==> src/hw/rtl/i2r_pkg.sv <==
package i2r_pkg;

	// Widths of the payload fields.
	localparam int VALUE_W = 12;
	localparam int CHAR_W  = 7;
	localparam int STEP_W  = 4;
	localparam int CNT_W   = 4;

	// A numeral is cut after this many letters.
	localparam int MAX_OUT = 15;

	// Number of entries in the greedy step table.
	localparam int N_STEPS = 13;

	// ASCII codes of the numeral letters.
	localparam logic [CHAR_W-1:0] CH_NONE = 7'h00;
	localparam logic [CHAR_W-1:0] CH_M    = 7'h4D;
	localparam logic [CHAR_W-1:0] CH_D    = 7'h44;
	localparam logic [CHAR_W-1:0] CH_C    = 7'h43;
	localparam logic [CHAR_W-1:0] CH_L    = 7'h4C;
	localparam logic [CHAR_W-1:0] CH_X    = 7'h58;
	localparam logic [CHAR_W-1:0] CH_V    = 7'h56;
	localparam logic [CHAR_W-1:0] CH_I    = 7'h49;

	typedef enum logic {
		ST_IDLE,
		ST_RUN
	} state_t;

	// Commands from the controller to the datapath.
	typedef struct packed {
		logic load;
		logic step;
	} dp_cmd_t;

	// Status from the datapath to the controller.
	typedef struct packed {
		logic out_free;
		logic last;
	} dp_stat_t;

	// Weight of each greedy step, largest first.
	function automatic logic [VALUE_W-1:0] step_val(input logic [STEP_W-1:0] idx);
		logic [VALUE_W-1:0] v;
		case (idx)
			4'd0:    v = 12'd1000;
			4'd1:    v = 12'd900;
			4'd2:    v = 12'd500;
			4'd3:    v = 12'd400;
			4'd4:    v = 12'd100;
			4'd5:    v = 12'd90;
			4'd6:    v = 12'd50;
			4'd7:    v = 12'd40;
			4'd8:    v = 12'd10;
			4'd9:    v = 12'd9;
			4'd10:   v = 12'd5;
			4'd11:   v = 12'd4;
			default: v = 12'd1;
		endcase
		return v;
	endfunction

	// First letter emitted for each step.
	function automatic logic [CHAR_W-1:0] step_first(input logic [STEP_W-1:0] idx);
		logic [CHAR_W-1:0] c;
		case (idx)
			4'd0:    c = CH_M;
			4'd1:    c = CH_C;
			4'd2:    c = CH_D;
			4'd3:    c = CH_C;
			4'd4:    c = CH_C;
			4'd5:    c = CH_X;
			4'd6:    c = CH_L;
			4'd7:    c = CH_X;
			4'd8:    c = CH_X;
			4'd9:    c = CH_I;
			4'd10:   c = CH_V;
			4'd11:   c = CH_I;
			default: c = CH_I;
		endcase
		return c;
	endfunction

	// Second letter of a subtractive pair, or none for a single letter.
	function automatic logic [CHAR_W-1:0] step_second(input logic [STEP_W-1:0] idx);
		logic [CHAR_W-1:0] c;
		case (idx)
			4'd1:    c = CH_M;
			4'd3:    c = CH_D;
			4'd5:    c = CH_C;
			4'd7:    c = CH_L;
			4'd9:    c = CH_X;
			4'd11:   c = CH_V;
			default: c = CH_NONE;
		endcase
		return c;
	endfunction

endpackage

==> src/hw/rtl/i2r_ctrl.sv <==
module i2r_ctrl
	import i2r_pkg::*;
(
	input  logic     clk,
	input  logic     arst_n,
	input  logic     in_valid,
	output logic     in_ready,
	input  dp_stat_t stat,
	output dp_cmd_t  cmd
);

	state_t state_q;
	state_t state_d;

	// State register.
	always_ff @(posedge clk or negedge arst_n) begin
		if (!arst_n) begin
			state_q <= ST_IDLE;
		end else begin
			state_q <= state_d;
		end
	end

	// Next state and commands.
	always_comb begin
		state_d  = state_q;
		in_ready = 1'b0;
		cmd      = '0;
		unique case (state_q)
			ST_IDLE: begin
				in_ready = 1'b1;
				if (in_valid) begin
					cmd.load = 1'b1;
					state_d  = ST_RUN;
				end
			end
			ST_RUN: begin
				if (stat.out_free) begin
					cmd.step = 1'b1;
					if (stat.last) begin
						state_d = ST_IDLE;
					end
				end
			end
			default: begin
				state_d = ST_IDLE;
			end
		endcase
	end

endmodule

==> src/hw/rtl/i2r_dpath.sv <==
module i2r_dpath
	import i2r_pkg::*;
#(
	parameter int MAX_THOUSANDS = 3
)
(
	input  logic               clk,
	input  logic               arst_n,
	input  dp_cmd_t            cmd,
	output dp_stat_t           stat,
	input  logic [VALUE_W-1:0] value,
	output logic               out_valid,
	input  logic               out_ready,
	output logic [CHAR_W-1:0]  out_char,
	output logic               out_last,
	output logic               out_error
);

	localparam int LIMIT = MAX_THOUSANDS * 1000 + 999;
	localparam logic [VALUE_W:0] LIMIT_W = LIMIT[VALUE_W:0];

	logic [VALUE_W-1:0] rest_q;
	logic               err_q;
	logic               pend_q;
	logic [CHAR_W-1:0]  sec_q;
	logic [CNT_W-1:0]   cnt_q;
	logic               out_valid_q;
	logic [CHAR_W-1:0]  char_q;
	logic               last_q;
	logic               error_q;

	logic [STEP_W-1:0]  sel;
	logic [VALUE_W-1:0] rest_sub;
	logic [CHAR_W-1:0]  sec_w;
	logic [CHAR_W-1:0]  char_w;
	logic               last_w;
	logic               cut;
	logic               bad;

	// The value is rejected when zero or above the thousands limit.
	assign bad = (value == '0) || ({1'b0, value} > LIMIT_W);

	// Largest step weight that still fits in the remainder.
	always_comb begin
		sel = STEP_W'(N_STEPS - 1);
		for (int i = N_STEPS - 1; i >= 0; i--) begin
			if (rest_q >= step_val(STEP_W'(i))) begin
				sel = STEP_W'(i);
			end
		end
	end

	assign rest_sub = rest_q - step_val(sel);
	assign sec_w    = step_second(sel);
	assign cut      = (cnt_q == CNT_W'(MAX_OUT - 1));

	// Letter and end mark for the next word.
	always_comb begin
		if (err_q) begin
			char_w = CH_NONE;
			last_w = 1'b1;
		end else if (pend_q) begin
			char_w = sec_q;
			last_w = (rest_q == '0) || cut;
		end else begin
			char_w = step_first(sel);
			last_w = ((sec_w == CH_NONE) && (rest_sub == '0)) || cut;
		end
	end

	assign stat.out_free = !out_valid_q || out_ready;
	assign stat.last     = last_w;

	// Conversion registers: remainder, error flag, pending second letter, letter count.
	always_ff @(posedge clk) begin
		if (cmd.load) begin
			rest_q <= value;
			err_q  <= bad;
			pend_q <= 1'b0;
			cnt_q  <= '0;
		end else if (cmd.step && !err_q) begin
			cnt_q <= cnt_q + 1'b1;
			if (pend_q) begin
				pend_q <= 1'b0;
			end else begin
				rest_q <= rest_sub;
				sec_q  <= sec_w;
				pend_q <= (sec_w != CH_NONE) && !cut;
			end
		end
	end

	// Output register valid flag.
	always_ff @(posedge clk or negedge arst_n) begin
		if (!arst_n) begin
			out_valid_q <= 1'b0;
		end else if (cmd.step) begin
			out_valid_q <= 1'b1;
		end else if (out_ready) begin
			out_valid_q <= 1'b0;
		end
	end

	// Output register payload.
	always_ff @(posedge clk) begin
		if (cmd.step) begin
			char_q  <= char_w;
			last_q  <= last_w;
			error_q <= err_q;
		end
	end

	assign out_valid = out_valid_q;
	assign out_char  = char_q;
	assign out_last  = last_q;
	assign out_error = error_q;

endmodule

==> src/hw/rtl/integer_to_roman_numeral_top.sv <==
// Integer to Roman numeral converter.
//
// The slave channel takes one 12-bit unsigned value per word. The master
// channel returns its Roman numeral one ASCII letter per word, with tlast
// on the final letter. A zero, or a value above MAX_THOUSANDS*1000+999,
// returns a single word with tuser (error) set, tdata zero and tlast set.
//
// The value is first loaded into the conversion registers, and its first
// letter enters the output register once that register is free. The
// rate is set by the conversion loop, which emits one letter per cycle
// while the receiver keeps up, subtracting a step weight for each single
// letter or pair. A numeral has at most 15 letters.
//
// A new value is taken once the last letter of the previous one has been
// loaded into the output register, even while that letter still waits.
// When the receiver stalls, the output register holds its word and the
// conversion waits. Reset empties the output register and returns to idle.
module integer_to_roman_numeral_top
	import i2r_pkg::*;
#(
	parameter int MAX_THOUSANDS = 3
)
(
	input  logic        clk,
	input  logic        arst_n,
	input  logic        s_tvalid,
	output logic        s_tready,
	input  logic [15:0] s_tdata,  // [11:0] value, [15:12] zero
	output logic        m_tvalid,
	input  logic        m_tready,
	output logic [7:0]  m_tdata,  // [6:0] out_char, [7] zero
	output logic        m_tlast,
	output logic        m_tuser   // [0] error
);

	dp_cmd_t           cmd;
	dp_stat_t          stat;
	logic [CHAR_W-1:0] out_char;

	i2r_ctrl u_ctrl (
		.clk      (clk),
		.arst_n   (arst_n),
		.in_valid (s_tvalid),
		.in_ready (s_tready),
		.stat     (stat),
		.cmd      (cmd)
	);

	i2r_dpath #(
		.MAX_THOUSANDS (MAX_THOUSANDS)
	) u_dpath (
		.clk       (clk),
		.arst_n    (arst_n),
		.cmd       (cmd),
		.stat      (stat),
		.value     (s_tdata[VALUE_W-1:0]),
		.out_valid (m_tvalid),
		.out_ready (m_tready),
		.out_char  (out_char),
		.out_last  (m_tlast),
		.out_error (m_tuser)
	);

	assign m_tdata = {1'b0, out_char};

endmodule

==> config.mk <==
export PLATFORM = sky130hd
export DESIGN_NAME = integer_to_roman_numeral_top
export DESIGN_NICKNAME = d
export VERILOG_FILES = /design/src/hw/rtl/i2r_pkg.sv /design/src/hw/rtl/i2r_ctrl.sv /design/src/hw/rtl/i2r_dpath.sv /design/src/hw/rtl/integer_to_roman_numeral_top.sv
export SDC_FILE = /design/constraint.sdc
export NUM_CORES = 1
export LEC_CHECK = 0
export BUFFER_PORTS_ARGS = -buffer_cell sky130_fd_sc_hd__buf_2
export CAP_MARGIN = 30
export CORE_ASPECT_RATIO = 0.5
export CORE_MARGIN = 3
export CORE_UTILIZATION = 60
export DETAILED_ROUTE_END_ITERATION = 12
export PLACE_DENSITY = 0.79
export SETUP_SLACK_MARGIN = 0.2
export SYNTH_ARGS = -nofsm -noshare
export SYNTH_HDL_FRONTEND = slang
export SYNTH_HIERARCHICAL = 1
export SYNTH_SLANG_ARGS = --single-unit
==> constraint.sdc <==
create_clock -name clk -period 6.75 [get_ports clk]
set_input_delay 1.35 -clock clk [delete_from_list [all_inputs] [get_ports clk]]
set_output_delay 1.35 -clock clk [all_outputs]
set_load 0.02 [all_outputs]
* Yosys cells after proc, flatten, opt, wreduce, memory -nomap -nowiden
Memory sizes are Yosys's and may differ from the RTL's.
Index checks and enable logic that the tools add are counted.
** Storage, ports and cells
- Flip-flop bits (word level) :: 36
- Memory bits (read-only) :: 240
- Input port bits :: 20
- Output and inout bits :: 12
- Logic and storage cells :: 87
- Memories :: 2
** Operators by class
- Add/sub/neg operators :: 2
- Magnitude comparators :: 13
- Eq/ne operators :: 8
- Muxes and demuxes :: 30
- Bitwise operators :: 3
- Reductions and logical operators :: 19
** Memory list
- (name not given) :: words 16, width 10, read ports 1, clocked after Yosys merged registers in 0, wr ports 0, line i2r_pkg.sv:45 : case (idx)
- (name not given) :: words 16, width 5, read ports 1, clocked after Yosys merged registers in 0, wr ports 0, line i2r_pkg.sv:66 : case (idx)
** Operators with widths (count)
- $mux 4 :: 11
- $pmux 7 s6 :: 1
- $logic_not 12->1 :: 3
- $mux 12 :: 3
- $ge 12x10->1 const B :: 2
- $ge 12x3->1 const B :: 2
- $ge 12x4->1 const B :: 2
- $ge 12x6->1 const B :: 2
- $ge 12x7->1 const B :: 2
- $ge 12x9->1 const B :: 2
- $eq 4x4->1 const B :: 3
- $gt 12x12->1 const B :: 1
- $mux 1 :: 12
- $sub 12x12->12 :: 1
- $eq 4x3->1 const B :: 2
- $logic_not 7->1 :: 1
- $mux 7 :: 1
- $reduce_bool 7->1 :: 1
- $add 4x1->4 const B :: 1
- $eq 4x1->1 const B :: 1
- $eq 4x2->1 const B :: 1
- $logic_or 1x1->1 :: 4
- $reduce_bool 2->1 :: 2
- $logic_and 1x1->1 :: 3
- other kinds (7) :: 11

* Logic depth before layout (Yosys ltp)
- Depth in word-level cells :: 23
- Gate-level depth with buffers :: 22
- Mapped depth without buffers :: 20

* Cells and area by module
Netlist, hierarchy kept.
** Modules (own cells, without submodules)
- i2r_dpath :: instances 1, cells each 264, area each 2496.1 sq um, seq. area each 935.9 sq um
- i2r_ctrl :: instances 1, cells each 6, area each 58.8 sq um, seq. area each 25.0 sq um
- integer_to_roman_numeral_top :: instances 1, cells each 2, area each 11.3 sq um, seq. area each 0.0 sq um

* Worst setup path before layout
Ideal clock, no wire load.
- Path type :: reg2reg
- Start :: reg u_dpath.rest_q[6]
- End :: reg u_ctrl.state_q
- Library setup time :: 0.120 ns
- Data arrival time :: 4.185 ns
- Required time :: 6.630 ns
- Slack :: 2.445 ns
- Stages on the path, launching flop included :: 20
- Buffers on the path :: 1
- Clock period less this slack :: 4.305 ns
- Path through :: edfxtp_1 > or3_1 > nor3_1 > nor2_1 > o21ai_0 > inv_1 > ha_1 > inv_1 > o21ai_0 > a21oi_1 > ha_1 > nor2b_4 > o211a_4 > o21a_1 > or3_1 > a2111oi_1 > nand4b_1 > o21ai_2 > buf_4 > a21oi_2
** Between the ends
- Word-level cells in the longest chain between the ends :: 23
- Elaborated cells on any way between the ends :: 44
- Classes of those cells :: add/sub (1); order compare (12); eq/ne (6); mux (18); reduce/logical (6); memory (1)
** Ends and longest elaborated chain
- start: declaration :: line i2r_dpath.sv:22 : logic [VALUE_W-1:0] rest_q;
- start signal: assignment :: line i2r_dpath.sv:77 : rest_q <= value;
- start signal: assignment :: line i2r_dpath.sv:86 : rest_q <= rest_sub;
- $ge 12x3->1 :: line i2r_dpath.sv:47 : if (rest_q >= step_val(STEP_W'(i))) begin
- $mux 3 :: line i2r_dpath.sv:47
- $mux 4 (11 in a row) :: line i2r_dpath.sv:47
- $mem_v2 16x10 (tied with other cells)
- $sub 12x12->12 or $pmux 7 s6 (tied branches) :: line i2r_dpath.sv:53, i2r_pkg.sv:87
- $logic_not 12->1 or $logic_not 7->1 (tied branches) :: line i2r_dpath.sv:67 : last_w = ((sec_w == CH_NONE) && (rest_sub == '0)) || cut;
- $logic_and 1x1->1 :: line i2r_dpath.sv:67
- $logic_or 1x1->1 :: line i2r_dpath.sv:67
- $mux 1 (*) :: line i2r_dpath.sv:62 : end else if (pend_q) begin
- $mux 1 (*) :: line i2r_dpath.sv:59 : if (err_q) begin
- via u_dpath.last_w :: line i2r_dpath.sv:36 : logic last_w;
- $mux 1 (*) :: line i2r_ctrl.sv:40 : if (stat.last) begin
- $mux 1 (*) :: line i2r_ctrl.sv:38 : if (stat.out_free) begin
- $pmux 1 s2 (*) :: line i2r_ctrl.sv:29 : unique case (state_q)
- via u_ctrl.state_d :: line i2r_ctrl.sv:13 : state_t state_d;
- end signal: assignment :: line i2r_ctrl.sv:20 : state_q <= state_d;
- end: declaration :: line i2r_ctrl.sv:12 : state_t state_q;
The timed path passes the listed nets; every way through them passes the cells marked *.
A chain may end at the register's enable or synchronous reset.

==> run summary <==
initial antenna violation count = 0
gr ovfl total = 0
top cells by count, synth = edfxtp_1, nor2_1, nand2_1
status = complete, no violations
syn_area_per_cell = 9.43 sq um
die height = 52.2 microns
slew margin rel. = 0.405
top cells by area, synth = edfxtp_1, ha_1, dfxtp_1
# nets final = 332
first-pass GRT wire length = 10100 microns
CTS tree = done
# diodes = 0
Yosys reg bits = 34
post-route cell area = 2840 sq um
area share of the largest cell type after synthesis = 0.316
Yosys warnings = 6
worst path buffer plus inverter count = 2
Crit-path slowest cell = edfxtp_1
DIE AREA = 5150 sq um
Reg power frac = 0.292
CTS Buf Count = 5
Switch Pwr = 0.000693 W
count of cell types in the netlist = 74
sequential share of the synthesized area = 0.374
clk slew on worst S/H paths = 0.08 ns
post-detail-place hpwl = 4640 microns
largest net degree at the start of global routing = 26
Worst-Skew Late Latency = 0.30 ns
Cells after Synth = 272
Worst EP required = 6.93 ns
Residual DRC = 0
routed len/inst = 17.8 microns
starting density of the core = 0.641
pwr dens = 538 nW/um^2
Placeable Area = 4000 sq um
Final Hold Violating Endpoints = 0
Clock Path Buffers = 2
I/O pins = 32
DR iter-0 viols = 277
Syn Std Cell Area = 2570 sq um
Clock power frac = 0.133
H-tree lvl count = 2
Lkg Pwr = 1.13 nW
placer congestion estimate = 0.866
Max Fclk = 0.202 GHz
chip width = 98.5 microns
worst slew pin tran = 0.886 ns
total iterations of the first detailed-routing run = 6
CP delay by family, top = compound AO/OA/AOI/OAI gates
area grow syn2layout = 10.6%
via count = 2238
Max-Cap Viols = 0
smallest hold slack = 0.514 ns
Post-Route WL = 6230 microns
max-slew violations = 0
Post-Route Setup TNS = 0 ns
share of cells above drive strength 1 = 0.190
clk_skew = 0.00658 ns
crit path capture type = flop
root buffer cell = clkbuf_8
hold crit path type = reg -> reg
antenna viol nets, final = 0
number of synthesized flops with an enable pin = 27
hold buffer count at CTS = 0
cts repair resizes = 0
clock sinks = 34
Final period util = 0.733
Vias/cell = 6.41
sw frac = 0.454
Overall Power = 0.00153 W
num rows = 16
Synth async-reset ratio = 0.0588
Synth Flop Type = edfxtp_1
Worst setup SP type = flop
Total GRT Usage = 0.259
Port Buffer Count = 25
crit path time final = 4.95 ns
post-CTS setup buffers = 0
count leader, synth = edfxtp_1
RSZ-0062 raised after global routing = false
Final setup viols = 0
peak fanout along the critical path = 9
CP cell instances = nor3_2 -> nand2_1 -> nand4_1 -> nor3b_1 -> o21ai_1 -> o21ai_0 -> inv_1 -> ha_1 -> inv_1 -> o21ai_0 -> a21oi_1 -> ha_1 -> nor2b_4 -> o211a_4 -> o21a_1 -> or3_1 -> a2111oi_1 -> nand4b_1 -> o21ai_2 -> a21oi_2
placed inst area = 2710 sq um
Max VDD drop = 0.361 mV
Synth area leader = edfxtp_1
vias in the first global route = 2093
internal power = 0.000834 W
critical path arrival = 5.13 ns
Setup Crit Path Kind = reg -> reg
combinational power share = 0.575
synthesized net count = 310
critical path's largest stage delay = 0.54 ns
-- cell type report --
| class | instances | area, sq um |
|---|---|---|
| Inverter | 17 | 63.8 |
| Fill cell | 319 | 1160 |
| Multi-Input combinational cell | 210 | 1490 |
| Timing Repair Buffer | 26 | 133 |
| Clock buffer | 7 | 119 |
| Clock inverter | 1 | 8.76 |
| Tap cell | 54 | 67.6 |
| Sequential cell | 34 | 961 |
-- per-layer routing --
layer | routed length, microns | GRT usage
met1 | 2790 | 0.340
met2 | 2790 | 0.432
met3 | 504 | 0.0637
met4 | 142 | 0.0794
met5 | 0 | 0
-- placed cells by master (no fill, tap or decap), drive strengths merged, types with 3 or more instances in the layout --
cell / count
xor2: 6
nor3: 14
a21oi: 10
nor4: 3
buf: 26
inv: 17
nand4b: 3
o221a: 3
and2: 5
ha: 17
o21ai: 21
edfxtp: 27
o21a: 8
nand2b: 5
a311oi: 3
and3: 3
dfxtp: 5
nor2b: 6
a31oi: 3
nor2: 20
nand3: 7
or3: 3
nand2: 20
clkbuf: 7
a211oi: 4
-- per-stage QoR --
| step | std cells | worst slack [ns] | utilization |
|---|---|---|---|
| 5_1_grt | 349 | 1.43 | 0.709 |
| 4_1_cts | 349 | 1.88 | 0.709 |
| 2_1_floorplan | 272 | 2.45 | - |
| 3_3_place_gp | 341 | 1.89 | 0.677 |
| 6_report | 349 | 1.80 | 0.709 |
| 3_5_place_dp | 341 | 1.92 | 0.677 |
-- cell families (layout without fill, tap and decap cells) --
kind of cell	after synthesis	count (layout)	share of synthesized area
DFF	34	34	0.374
adders and majority gates	18	18	0.0907
muxes	4	4	0.0166
xor gates and xnor gates	8	8	0.0273
buffers and inverters	28	51	0.0463
and+or+nand+nor	98	98	0.209
AOI/OAI and AO/OA	80	80	0.233
other	2	2	0.00293
-- registers in the layout (all words and copies together), names as in the netlist, 4 cells and up --
| register | flops |
|---|---|
| u_dpath/cnt_q | 4 |
| u_dpath/out_char | 6 |
| u_dpath/rest_q | 12 |
| u_dpath/sec_q | 6 |
-- tightest hold or removal path: stages (launching register included) --
cell and delay, ns:
dfrtp_1 0.34, nand2b_1 0.07, nand2b_1 0.07
-- power groups by stage --
stage	registers, W	logic [W]	clock network, W
CTS	0.000442	0.000864	0.000203
global placement	0.000441	0.000809	0
floorplan	0.000432	0.000662	0
detailed placement	0.000447	0.000846	0
global route	0.000457	0.000958	0.000215
finish	0.000445	0.000878	0.000204
-- final timing paths --
path	from	endpoint	slack (ns)	depth (start not counted)
worst min register to register	u_dpath/out_valid	u_dpath/out_valid	0.51	2
worst min-delay path	u_dpath/out_valid	u_dpath/out_valid	0.51	2
worst max-delay path	u_dpath/rest_q[5]	u_ctrl/state_q	1.80	20
max in group asynchronous	arst_n	u_ctrl/state_q	5.83	1
worst max register to register	u_dpath/rest_q[5]	u_ctrl/state_q	1.80	20
min in group asynchronous	arst_n	u_dpath/out_valid	0.82	1
No activity file was read; power rests on OpenSTA's default activity.
